## src/rtl/ctfc_pkg.sv

```systemverilog
// Package for the CRC-16 trailer file checker: payload structs, codes,
// constants and the byte-wide reflected CRC step. No dependencies.
package ctfc_pkg;

	localparam int unsigned TRAILER_LENGTH = 12;
	localparam int unsigned COUNT_W        = 31;

	localparam logic [15:0] CRC_START = 16'hFBEA;
	localparam logic [15:0] CRC_POLY  = 16'hA001;

	localparam logic [COUNT_W-1:0] COUNT_MAX = '1;

	// Trailer tag, in file order
	localparam logic [7:0] TAG_C = 8'h43;
	localparam logic [7:0] TAG_R = 8'h52;
	localparam logic [7:0] TAG_F = 8'h46;

	// Configuration register indexes
	localparam int unsigned CFG_INDEX_W = 1;
	localparam logic [CFG_INDEX_W-1:0] CFG_CHECK_MODE  = 1'b0;
	localparam logic [CFG_INDEX_W-1:0] CFG_STRICT_MODE = 1'b1;

	typedef enum logic [1:0] {
		VERDICT_REJECT     = 2'd0,
		VERDICT_ACCEPT     = 2'd1,
		VERDICT_BAD_LENGTH = 2'd2
	} verdict_t;

	typedef struct packed {
		logic [7:0] data_byte;
		logic       last_byte;
		logic       no_data;
	} in_item_t;

	typedef struct packed {
		logic [1:0]         verdict;
		logic               has_trailer;
		logic [COUNT_W-1:0] payload_length;
		logic [31:0]        file_crc_word;
		logic [15:0]        payload_crc;
	} out_item_t;

	// File state after the current transaction's byte has been taken in
	typedef struct packed {
		logic [COUNT_W-1:0] count;
		logic               overlong;
		logic [15:0]        crc_trailer;  // CRC lagging TRAILER_LENGTH bytes
		logic [15:0]        crc_tail2;    // CRC lagging two bytes
		logic [31:0]        head4;        // oldest four held bytes, LSB first
		logic [31:0]        last4;        // newest four held bytes, LSB first
	} file_snap_t;

	// One byte through the reflected CRC-16
	function automatic logic [15:0] crc16_byte(input logic [15:0] crc_in,
		input logic [7:0] b);
		logic [15:0] c;
		c = crc_in ^ {8'h00, b};
		for (int k = 0; k < 8; k++) begin
			c = c[0] ? ((c >> 1) ^ CRC_POLY) : (c >> 1);
		end
		return c;
	endfunction

endpackage

```

## src/rtl/ctfc_file_state.sv

```systemverilog
// Running file state: byte count, the two lagging CRCs and the tail delay line.
// Depends on ctfc_pkg.
module ctfc_file_state import ctfc_pkg::*; (
	input  logic       clk,
	input  logic       arst_n,
	input  logic       step,
	input  in_item_t   item,
	output file_snap_t snap
);

	logic [COUNT_W-1:0] count_q;
	logic               overlong_q;
	logic [15:0]        crc_trailer_q;
	logic [15:0]        crc_tail2_q;
	logic [7:0]         tail_q [TRAILER_LENGTH];

	logic               take_byte;
	logic               at_max;
	logic [COUNT_W-1:0] count_nx;
	logic               overlong_nx;
	logic [15:0]        crc_trailer_nx;
	logic [15:0]        crc_tail2_nx;
	logic [7:0]         tail_nx [TRAILER_LENGTH];

	assign take_byte = step && !item.no_data;
	assign at_max    = (count_q == COUNT_MAX);

	// Advance the count and CRCs with the byte that leaves each lag window
	always_comb begin
		count_nx       = count_q;
		overlong_nx    = overlong_q;
		crc_trailer_nx = crc_trailer_q;
		crc_tail2_nx   = crc_tail2_q;
		for (int i = 0; i < TRAILER_LENGTH; i++) begin
			tail_nx[i] = tail_q[i];
		end
		if (take_byte) begin
			if (count_q >= COUNT_W'(TRAILER_LENGTH)) begin
				crc_trailer_nx = crc16_byte(crc_trailer_q, tail_q[0]);
			end
			if (count_q >= COUNT_W'(2)) begin
				crc_tail2_nx = crc16_byte(crc_tail2_q, tail_q[TRAILER_LENGTH-2]);
			end
			for (int i = 0; i < TRAILER_LENGTH - 1; i++) begin
				tail_nx[i] = tail_q[i+1];
			end
			tail_nx[TRAILER_LENGTH-1] = item.data_byte;
			if (at_max) begin
				overlong_nx = 1'b1;
			end else begin
				count_nx = count_q + COUNT_W'(1);
			end
		end
	end

	assign snap.count       = count_nx;
	assign snap.overlong    = overlong_nx;
	assign snap.crc_trailer = crc_trailer_nx;
	assign snap.crc_tail2   = crc_tail2_nx;
	assign snap.head4       = {tail_nx[3], tail_nx[2], tail_nx[1], tail_nx[0]};
	assign snap.last4       = {tail_nx[TRAILER_LENGTH-1], tail_nx[TRAILER_LENGTH-2],
		tail_nx[TRAILER_LENGTH-3], tail_nx[TRAILER_LENGTH-4]};

	// Hold file control state; drop it back to start at file end
	always_ff @(posedge clk or negedge arst_n) begin
		if (!arst_n) begin
			count_q       <= '0;
			overlong_q    <= 1'b0;
			crc_trailer_q <= CRC_START;
			crc_tail2_q   <= CRC_START;
		end else if (step) begin
			if (item.last_byte) begin
				count_q       <= '0;
				overlong_q    <= 1'b0;
				crc_trailer_q <= CRC_START;
				crc_tail2_q   <= CRC_START;
			end else begin
				count_q       <= count_nx;
				overlong_q    <= overlong_nx;
				crc_trailer_q <= crc_trailer_nx;
				crc_tail2_q   <= crc_tail2_nx;
			end
		end
	end

	// Tail delay line; entries are read only once written in the current file
	always_ff @(posedge clk) begin
		if (take_byte) begin
			for (int i = 0; i < TRAILER_LENGTH; i++) begin
				tail_q[i] <= tail_nx[i];
			end
		end
	end

endmodule

```

## src/rtl/ctfc_judge.sv

```systemverilog
// End-of-file decision: trailer search, checksum compare and length checks.
// Depends on ctfc_pkg.
module ctfc_judge import ctfc_pkg::*; (
	input  file_snap_t snap,
	input  logic       check_mode,
	input  logic       strict_mode,
	output out_item_t  result
);

	logic tag_found;

	assign tag_found = (snap.count >= COUNT_W'(TRAILER_LENGTH))
		&& (snap.head4[7:0] == TAG_C) && (snap.head4[15:8] == TAG_R)
		&& (snap.head4[23:16] == TAG_C) && (snap.head4[31:24] == TAG_F);

	// Pick the verdict; every field stays zero unless the case sets it
	always_comb begin
		result = '0;
		if (snap.overlong) begin
			result.verdict = VERDICT_BAD_LENGTH;
		end else if (check_mode) begin
			if (snap.count < COUNT_W'(2)) begin
				result.verdict = VERDICT_BAD_LENGTH;
			end else begin
				result.payload_length = snap.count;
				result.verdict = (snap.crc_tail2 == snap.last4[31:16]) ?
					VERDICT_ACCEPT : VERDICT_REJECT;
			end
		end else if (tag_found) begin
			result.has_trailer    = 1'b1;
			result.payload_length = snap.count - COUNT_W'(TRAILER_LENGTH);
			result.file_crc_word  = snap.last4;
			result.payload_crc    = snap.crc_trailer;
			result.verdict = ({16'h0000, snap.crc_trailer} == snap.last4) ?
				VERDICT_ACCEPT : VERDICT_REJECT;
		end else begin
			result.payload_length = snap.count;
			result.verdict = strict_mode ? VERDICT_REJECT : VERDICT_ACCEPT;
		end
	end

endmodule

```

## src/rtl/crc16_trailer_file_check_top.sv

```systemverilog
// Top level: input register, file state, decision logic and result register.
// Depends on ctfc_pkg, ctfc_file_state and ctfc_judge.
// A result is registered from a last transaction held in the input register.
// Throughput: one transaction per cycle; the single result register only holds
// back a last transaction while an earlier result is stalled.
// Reset: arst_n clears valid and config registers to zero, file state to its start.
module crc16_trailer_file_check_top import ctfc_pkg::*; (
	input  logic                   clk,
	input  logic                   arst_n,
	input  logic                   cfg_we,
	input  logic [CFG_INDEX_W-1:0] cfg_index,
	input  logic                   cfg_data,
	input  logic                   in_valid,
	output logic                   in_stall,
	input  in_item_t               in_data,
	output logic                   out_valid,
	input  logic                   out_stall,
	output out_item_t              out_data
);

	logic       check_mode_q;
	logic       strict_mode_q;
	logic       valid_s1;
	in_item_t   item_s1;
	logic       out_valid_q;
	out_item_t  out_data_q;
	logic       in_accept;
	logic       proc;
	logic       proc_last;
	file_snap_t snap;
	out_item_t  result;

	// Configuration writes
	always_ff @(posedge clk or negedge arst_n) begin
		if (!arst_n) begin
			check_mode_q  <= 1'b0;
			strict_mode_q <= 1'b0;
		end else if (cfg_we) begin
			unique case (cfg_index)
				CFG_CHECK_MODE:  check_mode_q  <= cfg_data;
				CFG_STRICT_MODE: strict_mode_q <= cfg_data;
			endcase
		end
	end

	// A held transaction advances unless it would overwrite a stalled result
	assign proc      = valid_s1 && (!item_s1.last_byte || !out_valid_q || !out_stall);
	assign proc_last = proc && item_s1.last_byte;
	assign in_stall  = valid_s1 && !proc;
	assign in_accept = in_valid && !in_stall;

	always_ff @(posedge clk or negedge arst_n) begin
		if (!arst_n) begin
			valid_s1 <= 1'b0;
		end else if (in_accept) begin
			valid_s1 <= 1'b1;
		end else if (proc) begin
			valid_s1 <= 1'b0;
		end
	end

	always_ff @(posedge clk) begin
		if (in_accept) begin
			item_s1 <= in_data;
		end
	end

	ctfc_file_state u_state (
		.clk    (clk),
		.arst_n (arst_n),
		.step   (proc),
		.item   (item_s1),
		.snap   (snap)
	);

	ctfc_judge u_judge (
		.snap        (snap),
		.check_mode  (check_mode_q),
		.strict_mode (strict_mode_q),
		.result      (result)
	);

	// Result register: load on file end, drop once taken
	always_ff @(posedge clk or negedge arst_n) begin
		if (!arst_n) begin
			out_valid_q <= 1'b0;
		end else if (proc_last) begin
			out_valid_q <= 1'b1;
		end else if (!out_stall) begin
			out_valid_q <= 1'b0;
		end
	end

	always_ff @(posedge clk) begin
		if (proc_last) begin
			out_data_q <= result;
		end
	end

	assign out_valid = out_valid_q;
	assign out_data  = out_data_q;

	// A new result only follows a processed last transaction
	a_result_from_last: assert property (@(posedge clk) disable iff (!arst_n)
		$rose(out_valid_q) |-> $past(proc_last))
		else $error("result appeared without a last transaction");

	// Stall input only while a transaction is held
	a_stall_needs_item: assert property (@(posedge clk) disable iff (!arst_n)
		in_stall |-> valid_s1)
		else $error("input stalled with empty input register");

	// Invalid length clears every other field
	a_bad_length_zero: assert property (@(posedge clk) disable iff (!arst_n)
		(out_valid_q && out_data_q.verdict == VERDICT_BAD_LENGTH) |->
		(!out_data_q.has_trailer && out_data_q.payload_length == '0
		&& out_data_q.file_crc_word == '0 && out_data_q.payload_crc == '0))
		else $error("invalid-length result carries nonzero fields");

	// A found trailer never pairs with an invalid length
	a_trailer_verdict: assert property (@(posedge clk) disable iff (!arst_n)
		(out_valid_q && out_data_q.has_trailer) |->
		(out_data_q.verdict != VERDICT_BAD_LENGTH))
		else $error("trailer reported with invalid length");

endmodule
```

## config.mk

```make
export PLATFORM = sky130hd
export DESIGN_NAME = crc16_trailer_file_check_top
export DESIGN_NICKNAME = d
export VERILOG_FILES = /design/src/rtl/ctfc_pkg.sv /design/src/rtl/ctfc_file_state.sv /design/src/rtl/ctfc_judge.sv /design/src/rtl/crc16_trailer_file_check_top.sv
export SDC_FILE = /design/constraint.sdc
export NUM_CORES = 1
export LEC_CHECK = 0
export BUFFER_PORTS_ARGS = -buffer_cell sky130_fd_sc_hd__clkbuf_2
export CAP_MARGIN = 20
export CORE_ASPECT_RATIO = 1.4
export CORE_MARGIN = 2
export CORE_UTILIZATION = 57
export DETAILED_ROUTE_END_ITERATION = 7
export MAX_ROUTING_LAYER = met4
export PLACE_DENSITY = 0.76
export SLEW_MARGIN = 30
export SYNTH_ARGS = -nofsm -noshare
export SYNTH_HDL_FRONTEND = slang
export SYNTH_SLANG_ARGS = --single-unit
export TNS_END_PERCENT = 100
```

## constraint.sdc

```tcl
create_clock -name clk -period 14.13 [get_ports clk]
set_input_delay 2.826 -clock clk [delete_from_list [all_inputs] [get_ports clk]]
set_output_delay 2.826 -clock clk [all_outputs]
set_load 0.005 [all_outputs]
```

==> flow_summary_export.csv, run 1 <==
group,metric,value,unit
run_status,status,"finished, violations left",
run_status,violations,"design-rule violations",
clocking,clockBufferDepth,3,
clocking,cts_buffers,25,
finish,area_growth,11.77,%
sta,fmax,0.1428,GHz
route,wl_per_cell,21.03,microns
critical_path,reg2reg_depth,13,
sta,rsz0062_at_grt,"no",
finish,drive_above_1_share,15.65,%
yosys,yosys_warnings,0,
global_route,grtUsageTotal,29.10,%
sta,finalSetupViolCount,0,
route,via_per_inst,6.226,
floorplan,core_region_area,23290,sq um
yosys,synth_seq_area_share,54.55,%
finish,fin_nets,1368,
yosys,yosys.cell_types.count,80,
sta,slew_headroom,33.44,%
place,place_hpwl,24180,microns
route,first_pass_iters,8,
clocking,cts_resized,0,
floorplan,rows,66,
route,routed_wl,35180,microns
global_route,antenna_found_initial,0,
sta,final.setup.tns,0,ns
finish,utilization,64.90,%
critical_path,rrSetupSlack,8.77,ns
critical_path,critPathSlowestCell,"buf_4",
global_route,first_global_vias,9909,
floorplan,die_area,24990,sq um
sta,clock_skew,0.02054,ns
critical_path,crit_path_end,"out_data[71]",
route,num_vias,10420,
clocking,h-tree-depth,1,
critical_path,r2r-start,"item_s1[1]",
route,final_antenna_net_count,0,
finish,nFillCells,1846,
finish,diodes,0,
clocking,cts_hold_buf,0,
yosys,yosys_register_bits,256,
power,p_leak,6.044,nW
critical_path,arrival,7.26,ns
power,total_power,2.290,mW
critical_path,crit_path_start_kind,"primary input",
power,p_per_area,151.5,nW/um^2
yosys,netlist_area,13520,sq um
global_route,grt_overflow,0,
clocking,clkTransAtPathRegs,0.07,ns
run,drv_cap,0,
critical_path,crit_top_cell,"buf_4",
critical_path,worstPathCellList,"clkbuf_2 > nand3_1 > buf_4 > nand2_2 > buf_4 > inv_4 > o2111a_1 > or3_1 > a21o_1 > nor3_2 > nand4_1 > o21ai_2 > o21ai_1",
critical_path,crit_type,"primary input to register",
yosys,async_flop_share,26.56,%
place,dpl_cell_area,14240,sq um
clocking,post-cts-setup-buffer-count,0,
place,place_congestion,0.9648,
critical_path,worstPathRequired,14.39,ns
sta,worst_pin_slew,0.9893,ns
floorplan,initial_core_util,58.07,%
clocking,cts_tree,"done",
place,port_buffers,100,
critical_path,worstPathMaxFanout,68,
clocking,root_buffer,"clkbuf_16",
yosys,synthCells,1278,
finish,finish.instance_area,15110,sq um
global_route,grt_pass1_wl,55030,microns
yosys,syn_avg_cell_area,10.58,sq um
power,ir_worst_vdd,0.0001380,V
yosys,synthFlopType,"edfxtp_1",
critical_path,end_kind,"register",
global_route,grt_max_degree,99,
hold_path,hp-class,"register to register",
route,drtIter0Drc,1012,
yosys,synth_edf_count,188,
sta,fin_crit,7.001,ns
floorplan,ios,101,
sta,holdWs,0.4113,ns
clocking,clk_latency,0.54,ns
route,post-route-drc-count,12,
critical_path,cp-startpoint,"out_stall",
sta,hold_violations,0,
clocking,clkSinkCount,256,
critical_path,r2r-end,"out_data[71]",
floorplan,die_w,134.2,microns
critical_path,cpPeakStageDelay,0.69,ns
floorplan,die_y,186.3,microns
sta,maxSlewViolCount,0,
yosys,synthesis.nets,1298,
sta,finalCritPeriodShare,49.55,%
## area by class of cell
class                           instances  area [sq um]  area share (%)
Clock buffer                           33         665.6           4.404
Clock inverter                         13         172.7           1.142
Multi-Input combinational cell        899          5667           37.49
Inverter                               47         178.9           1.184
Sequential cell                       256          7377           48.81
Tap cell                              306         382.9           2.533
Timing Repair Buffer                  119         670.6           4.437
## state kept, by name (all words and copies together) (netlist names)
register	flops
check_mode_q	1
out_data	82
strict_mode_q	1
u_state.count_q	31
out_valid	1
item_s1	10
u_state.tail_q	96
u_state.overlong_q	1
u_state.crc_tail2_q	16
u_state.crc_trailer_q	16
valid_s1	1
## power by group
group          switching, mW  total, mW  internal [mW]
Clock                  0.291      0.697          0.406
Sequential            0.0742      0.987          0.913
Combinational          0.342      0.606          0.264
## critical path, delay by kind of cell
family                 cells  cell delay [ns]
AO/OA/AOI/OAI              4             1.20
buffers and inverters      4             1.48
AND/OR/NAND/NOR            5             1.71
## logic make-up (layout without fill, tap and decap cells)
family          count (synthesis)  after routing  synth area share (%)
flops                         256            256                 54.55
compound gates                202            202                 9.974
simple gates                  526            526                 19.34
mux                            57             57                 4.247
buf+inv                       123            212                 3.812
xor+xnor                      111            111                 7.800
fa+ha+maj                       3              3                0.2776
## placed cells by master (no fill, tap or decap), types with 12 or more instances in the layout
cell | synthesis | routed
a211oi_1 | 12 | 12
a21oi_1 | 46 | 45
and2_1 | 13 | 13
and3_1 | 20 | 20
buf_4 | 5 | 16
clkbuf_16 | 0 | 25
clkbuf_2 | 0 | 99
dfrtp_1 | 44 | 44
dfstp_2 | 24 | 24
edfxtp_1 | 188 | 188
inv_1 | 47 | 46
mux2i_1 | 54 | 54
nand2_1 | 184 | 182
nand3_1 | 41 | 41
nand4_1 | 44 | 44
nor2_1 | 117 | 116
nor3_1 | 16 | 16
nor4_1 | 21 | 20
o21ai_0 | 49 | 49
xnor2_1 | 82 | 82
xor2_1 | 23 | 23
## metrics by stage
step | setup WS, ns | instances
floorplan | 6.576 | 1278
global placement | 6.571 | 1626
detailed placement | 6.412 | 1626
CTS | 6.956 | 1672
global route | 6.747 | 1673
finish | 7.129 | 1673
## Yosys cell counts, types with 4 or more instances
library cell	n	area [sq um]
edfxtp_1	188	5645
nand2_1	184	690.7
nor2_1	117	439.2
xnor2_1	82	718.2
mux2i_1	54	540.5
o21ai_0	49	245.2
inv_1	47	176.4
a21oi_1	46	230.2
clkbuf_1	44	165.2
dfrtp_1	44	1101
nand4_1	44	275.3
nand3_1	41	205.2
dfstp_2	24	630.6
xor2_1	23	201.4
buf_2	22	110.1
nor4_1	21	131.4
and3_1	20	125.1
nor3_1	16	80.08
and2_1	13	81.33
a211oi_1	12	90.09
a31oi_1	12	75.07
and4_1	11	96.34
nor4bb_1	8	80.08
a21o_1	7	52.55
nand2b_1	7	43.79
o211ai_1	7	52.55
o31ai_1	7	52.55
xnor3_1	6	135.1
a22o_1	5	43.79
buf_4	5	37.54
nor2b_1	5	31.28
nor4b_1	5	43.79
o2111ai_1	5	43.79
o22ai_1	5	31.28
or4_1	5	37.54
buf_1	4	15.01
nor3b_1	4	30.03
or2_2	4	25.02
or3_1	4	25.02
## how the worst min path moves through the flow
stage | from | to | slack (ns) | cells past startpoint
after CTS | u_state.tail_q[3][11] | u_state.tail_q[3][3] | 0.41 | 0
after floorplan | u_state.tail_q[2][8] | u_state.tail_q[2][0] | 0.40 | 0
after global placement | u_state.tail_q[3][11] | u_state.tail_q[3][3] | 0.40 | 0
after detailed placement | u_state.tail_q[2][10] | u_state.tail_q[2][2] | 0.40 | 0
after global routing | u_state.tail_q[2][13] | u_state.tail_q[2][5] | 0.43 | 0
final | u_state.tail_q[3][11] | u_state.tail_q[3][3] | 0.41 | 0
## metal layers
metal	vias to the layer above	track usage [%]	share of wire, %
met5	-	-	0
met4	0	12.67	4.5
met3	109	2.954	6.4
met2	517	49.12	50
met1	5002	35.85	40
li1	4788	-	-
Power figures use the tool's default switching activity.
==> inputs of run 2 (changes only) <==
--- a/config.mk
+++ b/config.mk
@@ -5,6 +5,7 @@
 export SDC_FILE = /design/constraint.sdc
 export NUM_CORES = 1
 export LEC_CHECK = 0
+export ABC_AREA = 1
 export BUFFER_PORTS_ARGS = -buffer_cell sky130_fd_sc_hd__clkbuf_2
 export CAP_MARGIN = 20
 export CORE_ASPECT_RATIO = 1.4
==> constraint.sdc (replaced) <==
create_clock -name clk -period 7.1 [get_ports clk]
set_input_delay 1.42 -clock clk [delete_from_list [all_inputs] [get_ports clk]]
set_output_delay 1.42 -clock clk [all_outputs]
set_load 0.005 [all_outputs]
==> run 2 against run 1 <==
  * The flow now finishes without violations
  * Critical endpoint is now out_data[80]
  * Clock skew shrank 0.0060 ns
  * First-iteration DRC count shrank 15%
  * Count of clock-buffer cells in the layout fell by 1
  * Cell count up 26%
  * Clock power is 110% higher
  * Sequential share of layout area down 1.8 points
  * Combinational power is 12% higher
  * Worst hold slack improved by 0.0035 ns
  * Total power up 71%
  * Global-route usage up 1.5 points
  * Cell area up 3.9%
  * Via count rose by 12%
==> flow_summary_export.csv, run 2 <==
group,metric,value,unit
yosys,synth_edf_count,188,
place,dp.cells,2054,
critical_path,arrival,5.33,ns
yosys,synthCells,1678,
route,wl_met2,19600,microns
sta,hold_violations,0,
sta,fmax,0.2030,GHz
yosys,syn_avg_cell_area,8.408,sq um
critical_path,cpPeakStageDelay,0.78,ns
sta,rsz0062_at_grt,"no",
sta,finalSetupViolCount,0,
floorplan,rows,68,
global_route,grt_max_degree,110,
finish,regMostFlops,"u_state.tail_q",
sta,slew_headroom,36.26,%
yosys,yosys_warnings,0,
clocking,cts_hold_buf,0,
clocking,cts_resized,0,
finish,largest_register_ffs,96,
global_route,grtUsageTotal,30.59,%
route,post-route-drc-count,0,
clocking,cts_tree,"done",
yosys,yosysMostFrequentCell,"nand2_1",
finish,mostFrequentLayoutCell,"nand2_1",
run,drv_cap,0,
route,wl_met3,1829,microns
route,num_vias,11660,
yosys,synth_seq_area_share,52.29,%
place,place_hpwl,27130,microns
critical_path,cp-startpoint,"out_stall",
hold_path,min_from,"u_state.tail_q[3][14]",
sta,fin_crit,4.927,ns
finish,fin_nets,1787,
critical_path,r2r-start,"item_s1[1]",
yosys,synthFlopType,"edfxtp_1",
critical_path,critPathSlowestCell,"nor2_8",
finish,drive_above_1_share,15.39,%
yosys,yosys-top-cells-count,"469 x nand2_1, 237 x inv_1, 188 x edfxtp_1",
yosys,synth.largest_area_cell,"edfxtp_1",
place,port_buffers,100,
power,p_leak,7.030,nW
sta,worst_pin_slew,0.9561,ns
clocking,cts_buffers,26,
yosys,yosys.cell_types.count,55,
clocking,h-tree-depth,1,
clocking,clkSinkCount,256,
sta,maxSlewViolCount,0,
route,top_layer_used,"met4",
critical_path,worstPathRequired,7.51,ns
route,drtIter0Drc,856,
floorplan,die_area,26040,sq um
route,wl_met1,14730,microns
clocking,post-cts-setup-buffer-count,0,
route,wl_per_cell,18.13,microns
hold_path,hp-class,"register to register",
power,ir_worst_vdd,0.0001972,V
sta,holdWs,0.4148,ns
critical_path,worstPathMaxFanout,58,
floorplan,die_w,137.0,microns
global_route,antenna_found_initial,1,
finish,layout_common_cells,"469 x nand2_1, 236 x inv_1, 188 x edfxtp_1",
place,place_congestion,0.9685,
clocking,clk_latency,0.54,ns
critical_path,crit_type,"primary input to register",
yosys,synthesis.nets,1698,
yosys,yosys_register_bits,256,
yosys,async_flop_share,26.56,%
route,final_antenna_net_count,0,
finish,stdcell_count,2103,
clocking,root_buffer,"clkbuf_16",
route,routed_wl,38120,microns
finish,area_growth,11.30,%
floorplan,die_y,190.2,microns
clocking,clkTransAtPathRegs,0.06,ns
floorplan,ios,101,
yosys,netlist_area,14110,sq um
floorplan,core_region_area,24500,sq um
clocking,clockBufferDepth,3,
run_status,status,"complete, no violations",
critical_path,end_kind,"register",
route,first_pass_iters,5,
sta,final.setup.tns,0,ns
yosys,synth_top_area_share,40.01,%
power,p_per_area,249.4,nW/um^2
global_route,grt_overflow,0,
sta,finalCritPeriodShare,69.40,%
global_route,first_global_vias,11330,
route,via_per_inst,5.543,
critical_path,worstPathCellList,"clkbuf_2 > nand3_2 > nand2_2 > nor2_8 > buf_4 > nand2_1 > o21ai_0 > nor2_1 > nor2_1 > nand2_1 > nor2_1 > nand3_1 > nor2_1 > nand2_1 > nand3_1 > nand2_1 > inv_1",
floorplan,initial_core_util,57.58,%
critical_path,crit_path_start_kind,"primary input",
yosys,synth_area_leaders,"edfxtp_1 40%, nand2_1 12%, dfrtp_1 7.8%",
global_route,grt_pass1_wl,59760,microns
sta,clock_skew,0.01457,ns
[run 2: changes by cell type after synthesis, sizes merged, moves of 56 or more]
| cell | delta |
|---|---|
| inv | +200 |
| nand2 | +307 |
| nand3 | +94 |
| nor2 | +90 |
| o21ai | +56 |
| xnor2 | -60 |
[run 2: power breakdown]
part | switching (mW) | total, mW | internal (mW)
Clock | 0.589 | 1.43 | 0.843
Sequential | 0.0696 | 1.81 | 1.74
Combinational | 0.469 | 0.679 | 0.210
[run 2: cell families after synthesis]
group	Yosys count	synth area share, %
compound gates	175	7.024
flops	256	52.29
simple gates	906	29.11
fa+ha+maj	3	0.2661
buf+inv	297	8.771
xor+xnor	41	2.545
[run 2: final timing paths]
path	to	slack, ns	cells past startpoint
worst max-delay path	out_data[80]	2.17	17
worst max register to register	out_data[80]	2.69	16
worst min register to register	u_state.tail_q[3][6]	0.41	0
min in group asynchronous	u_state.count_q[24]	0.98	2
worst min-delay path	u_state.tail_q[3][6]	0.41	0
max in group asynchronous	out_valid	5.60	2
[run 2: area by class of cell]
cell class	count	area [sq um]
diodes	1	2.502
well taps	315	394.1
clock inverters	16	190.2
flip-flops and latches	256	7377
clock buffers	32	694.4
multi-input cells	1125	5505
repair buffers	109	596.8
fillers	2143	8801
inverters	249	942.2
[run 2: through the flow]
step                      worst slack, ns  cell area (sq um)  power [mW]  utilization [%]
after floorplan                     2.365              14110       2.307                -
after global placement              1.760              14800       2.487            60.40
after detailed placement            1.693              14810       2.505            60.45
after CTS                           2.228              15700       3.928            64.06
after global routing                1.840              15700       4.079            64.08
final                               2.173              15700       3.917            64.08
[run 2: worst max-delay path: cells and delay by family]
family / cells / cell delay, ns
simple gates: 13 / 2.54
buf+inv: 3 / 0.75
compound gates: 1 / 0.57
[run 2: per-layer routing]
| metal | track usage [%] | vias up |
|---|---|---|
| met1 | 36.49 | 5507 |
| met2 | 51.95 | 423 |
| li1 | - | 5632 |
| met5 | - | - |
| met4 | 14.27 | 0 |
| met3 | 2.958 | 95 |
